`src/hdl/zyz_pkg.sv`:
```
package zyz_pkg;

  localparam int ANGLE_BITS_DEF    = 16;
  localparam int OUT_FRAC_BITS_DEF = 14;
  localparam int CORDIC_STAGES     = 28;
  localparam int INT_FRAC          = 30;
  // Q2.30 with guard bits for CORDIC growth
  localparam int XW                = 34;
  localparam int ZW                = 33;
  localparam logic signed [XW-1:0] CORDIC_GAIN = 34'sd652032874;

  typedef logic signed [XW-1:0] fix_t;

  // arctangent of 2^-i as a 32-bit phase
  function automatic logic signed [ZW-1:0] atan_phase(input int i);
    logic [31:0] v;
    begin
      unique case (i)
        0:  v = 32'h20000000;  1: v = 32'h12E4051E;  2: v = 32'h09FB385B;
        3:  v = 32'h051111D4;  4: v = 32'h028B0D43;  5: v = 32'h0145D7E1;
        6:  v = 32'h00A2F61E;  7: v = 32'h00517C55;  8: v = 32'h0028BE53;
        9:  v = 32'h00145F2F; 10: v = 32'h000A2F98; 11: v = 32'h000517CC;
        12: v = 32'h00028BE6; 13: v = 32'h000145F3; 14: v = 32'h0000A2FA;
        15: v = 32'h0000517D; 16: v = 32'h000028BE; 17: v = 32'h0000145F;
        18: v = 32'h00000A30; 19: v = 32'h00000518; 20: v = 32'h0000028C;
        21: v = 32'h00000146; 22: v = 32'h000000A3; 23: v = 32'h00000051;
        24: v = 32'h00000029; 25: v = 32'h00000014; 26: v = 32'h0000000A;
        27: v = 32'h00000005;
        default: v = 32'h0;
      endcase
      atan_phase = $signed({1'b0, v});
    end
  endfunction

  // round-half-up Q2.30 product
  function automatic fix_t qmul(input fix_t a, input fix_t b);
    logic signed [2*XW-1:0] p;
    begin
      p = a * b + (68'sd1 <<< (INT_FRAC - 1));
      qmul = fix_t'(p >>> INT_FRAC);
    end
  endfunction

endpackage

```
`src/hdl/zyz_cell.sv`:
```
module zyz_cell
  import zyz_pkg::*;
#(
  parameter int STAGE = 0
) (
  input  logic                  clk,
  input  logic                  en,
  input  fix_t                  x_in  [3],
  input  fix_t                  y_in  [3],
  input  logic signed [ZW-1:0]  z_in  [3],
  input  logic [2:0]            flip_in,
  output fix_t                  x_out [3],
  output fix_t                  y_out [3],
  output logic signed [ZW-1:0]  z_out [3],
  output logic [2:0]            flip_out
);

  localparam logic signed [ZW-1:0] ATAN = atan_phase(STAGE);

  fix_t                 x_r [3], x_nxt [3];
  fix_t                 y_r [3], y_nxt [3];
  logic signed [ZW-1:0] z_r [3], z_nxt [3];
  logic [2:0]           flip_r;

  // one micro-rotation for each of the three angles
  always_comb begin
    for (int k = 0; k < 3; k++) begin
      if (!z_in[k][ZW-1]) begin
        x_nxt[k] = x_in[k] - (y_in[k] >>> STAGE);
        y_nxt[k] = y_in[k] + (x_in[k] >>> STAGE);
        z_nxt[k] = z_in[k] - ATAN;
      end else begin
        x_nxt[k] = x_in[k] + (y_in[k] >>> STAGE);
        y_nxt[k] = y_in[k] - (x_in[k] >>> STAGE);
        z_nxt[k] = z_in[k] + ATAN;
      end
    end
  end

  // advance when the chain moves
  always_ff @(posedge clk) begin
    if (en) begin
      x_r    <= x_nxt;
      y_r    <= y_nxt;
      z_r    <= z_nxt;
      flip_r <= flip_in;
    end
  end

  assign x_out    = x_r;
  assign y_out    = y_r;
  assign z_out    = z_r;
  assign flip_out = flip_r;

endmodule

```
`config.mk`:
```
export PLATFORM = sky130hd
export DESIGN_NAME = zyz_cell
export DESIGN_NICKNAME = d
export VERILOG_FILES = /design/src/hdl/zyz_pkg.sv /design/src/hdl/zyz_cell.sv
export SDC_FILE = /design/constraint.sdc
export NUM_CORES = 1
export LEC_CHECK = 0
export BUFFER_PORTS_ARGS = -buffer_cell sky130_fd_sc_hd__buf_2
export CAP_MARGIN = 20
export CORE_MARGIN = 10
export CORE_UTILIZATION = 30
export CTS_BUF_LIST = sky130_fd_sc_hd__clkbuf_16
export CTS_CLUSTER_DIAMETER = 200
export DETAILED_ROUTE_END_ITERATION = 8
export GPL_TIMING_DRIVEN = 0
export SLEW_MARGIN = 20
export SYNTH_ARGS = -nofsm -noshare
export SYNTH_HDL_FRONTEND = slang
export SYNTH_SLANG_ARGS = --single-unit
```
`constraint.sdc`:
```
create_clock -name clk -period 5.16 [get_ports clk]
set_clock_uncertainty 0.15 [all_clocks]
set_input_delay 0.516 -clock clk [delete_from_list [all_inputs] [get_ports clk]]
set_output_delay 0.516 -clock clk [all_outputs]
set_load 0.1 [all_outputs]
```
==> impl_metrics.csv <==
group,metric,value,unit
run_status,status,"complete, no violations",
cells_and_area,drive_gt1_share,20.4,%
pwr,switching_share,48.9,%
cts,cts_resized,0,
detailed_routing,wl,109000,um
place,dp.cells,4698,
cells_and_area,final_cell_mix,"632 x buf_2, 370 x a21oi_1, 306 x inv_1, 306 x ha_1, 303 x edfxtp_1",
worst_hold_path,hold_class,"primary input to flop",
pwr,vdd_ir_drop_max,321,uV
global_route,grt_usage,20.4,%
timing,fin_crit_sh,74.4,%
synth,synthArstFlopShare,0,%
timing,worst_slew_pin_slew,1.15,ns
timing,hold_violations,0,
synth,synthFlopType,"edfxtp_1",
place,dpl-instance-area,30900,um2
synth,syn_nets,3556,
cells_and_area,final_nets,4299,
global_route,antenna_found_initial,42,
pwr,power.switching,5.66,mW
cts,clk_pin_slew,0.07,ns
detailed_routing,vias,25300,
pwr,power_leakage,14.7,nW
timing,finalCriticalPeriod,3.84,ns
pwr,internal_power,5.91,mW
detailed_routing,drc_errors,0,
worst_setup_path,critPathKind,"primary input to flop",
global_route,grt_max_degree,100,
place,io_buffers,610,
floorplan,dieArea,100000,um2
cells_and_area,finalNonFillerCells,4871,
worst_setup_path,critPathLaunchType,"primary input",
synth,yosys_warnings,0,
synth,synth_cell_types,96,
floorplan,start_util,30.3,%
pwr,clock_power_share,23.5,%
detailed_routing,ant_nets,0,
global_route,grt_pass1_vias,24900,
floorplan,rows,108,
worst_setup_path,crit_path_end_kind,"flop",
cts,cts_buffers,39,
detailed_routing,drt_iter0_drc,2056,
cts,clkSinkCount,303,
pwr,p_per_area,350,nW/um2
timing,max-slew-margin-rel,23.2,%
timing,setup_viol,0,
cells_and_area,final_util,38.1,%
place,dp_hpwl,87700,um
synth,syn_area_per_cell,8.98,um2
place,gp_congestion,0.980,
worst_setup_path,crit_fanout,10,
global_route,overflow,0,
cells_and_area,final_area,33100,um2
worst_setup_path,cp_data_required_time,5.33,ns
synth,synth_edf_count,303,
detailed_routing,viasPerCell,5.20,
timing,maxSlewViolCount,0,
cells_and_area,final_common_cell,"buf_2",
floorplan,core_area,86900,um2
job,drv_cap,0,
synth,ys_ff_latch,303,
floorplan,die_w,316,um
pwr,power,11.6,mW
synth,syn_inst,2930,
cts,cts_max_level,2,
cts,clockBufferDepth,3,
pwr,pwr-share-comb,48.2,%
detailed_routing,dr.pass1.iters,5,
floorplan,io_pins,614,
worst_setup_path,crit_arrival,4.01,ns
cts,cts-root-buf,"clkbuf_16",
cells_and_area,areaGrowthSynthToFinish,25.7,%
pwr,pwr-share-seq,28.3,%
synth,yosysSeqAreaShare,34.6,%
timing,rsz0062_at_grt,"no",
global_route,grt_pass1_wl,158000,um
timing,hold_ws,0.0497,ns
cells_and_area,fillers,8892,
synth,syn_area,26300,um2
timing,timing.fmax,261,MHz
cts,cts_tree,"yes",
detailed_routing,wl_per_cell,22.3,um
floorplan,die_y,316,um
==> timing repair <==
item / in CTS / in global routing
setup buffers: 0 / 0
hold buffers: 88 / 1
endpoints found under the hold margin: 88 / 1
==> power by group through the flow <==
stage          registers [mW]  clock network [mW]  logic, mW
5_1_grt                  3.31                2.90       5.85
2_1_floorplan            5.82                   0       1.66
3_3_place_gp             3.34                   0       5.49
6_report                 3.27                2.72       5.58
4_1_cts                  3.28                2.83       5.56
3_5_place_dp             3.32                   0       5.49
==> path summary, 6_finish.rpt <==
path / from / slack (ns) / to / cells past startpoint
worst max-delay path: x_in[10] / 1.32 / y_out[33] / 14
worst min-delay path: z_in[44] / 0.05 / z_out[44] / 1
==> cell families after synthesis <==
group	count (synthesis)	share of synthesized area [%]
xor gates and xnor gates	195	6.49
buffers and inverters	453	6.68
and+or+nand+nor	633	11.6
muxes	50	1.91
DFF	303	34.6
AOI/OAI and AO/OA	978	23.3
adders and majority gates	318	15.5
==> layer usage <==
layer	GRT usage, %	up-vias	share of wire (%)
li1	-	12000	-
met1	25.2	12000	41
met2	34.0	1068	47
met3	5.41	225	8.8
met4	6.99	34	3.4
met5	0	-	0.22
==> Yosys cell counts (all sizes together), types with 12 or more instances <==
library cell,instances,area share (%)
nand4,25,0.59
nand2,130,1.9
buf,55,1.0
xnor2,161,5.4
o21ai,199,3.8
a21oi,371,7.1
nor3,62,1.2
o21a,28,0.80
or2,14,0.33
o31ai,22,0.70
clkbuf,81,1.2
clkinv,12,0.17
nor4,15,0.38
or3,14,0.33
a211oi,30,0.92
a211o,15,0.50
nand2b,32,0.76
inv,305,4.3
a31oi,28,0.67
ha,306,15
a21o,81,2.3
nand3,28,0.53
and3,12,0.29
nor2,226,3.2
xor2,34,1.1
mux2i,48,1.8
fa,12,0.91
nor2b,35,0.83
o21bai,81,2.3
edfxtp,303,35
==> state kept, by name (all words and copies together), names as in the netlist <==
signal / cells
x_out: 102
y_out: 99
flip_out: 3
z_out: 99
==> per-stage QoR <==
stage / setup slack (ns) / setup TNS [ns]
2_1_floorplan: 1.75 / 0
3_3_place_gp: -1.28 / -360.19
3_5_place_dp: 0.625 / 0
4_1_cts: 1.24 / 0
5_1_grt: 1.05 / 0
6_report: 1.32 / 0
==> critical path, stage by stage <==
cell      delay, ns
buf_2          0.10
inv_1          0.04
ha_1           0.28
clkbuf_1       0.46
inv_1          0.26
nor3_1         0.38
a21o_1         0.17
a31oi_1        0.07
a21oi_1        0.42
a311oi_1       0.25
o21ai_0        0.41
nand2b_1       0.11
a41oi_1        0.40
xor2_1         0.13
==> area by class of cell <==
| class | count | area (um2) | area share, % |
|---|---|---|---|
| diodes | 12 | 30.0 | 0.0907 |
| repair buffers | 702 | 4040 | 12.2 |
| well taps | 1155 | 1450 | 4.37 |
| flip-flops and latches | 303 | 9100 | 27.5 |
| clock inverters | 33 | 278 | 0.839 |
| clock buffers | 39 | 976 | 2.95 |
| inverters | 317 | 1190 | 3.60 |
| plain buffers | 136 | 571 | 1.72 |
| multi-input cells | 2174 | 15500 | 46.7 |
(Power assumes the default switching activity.)
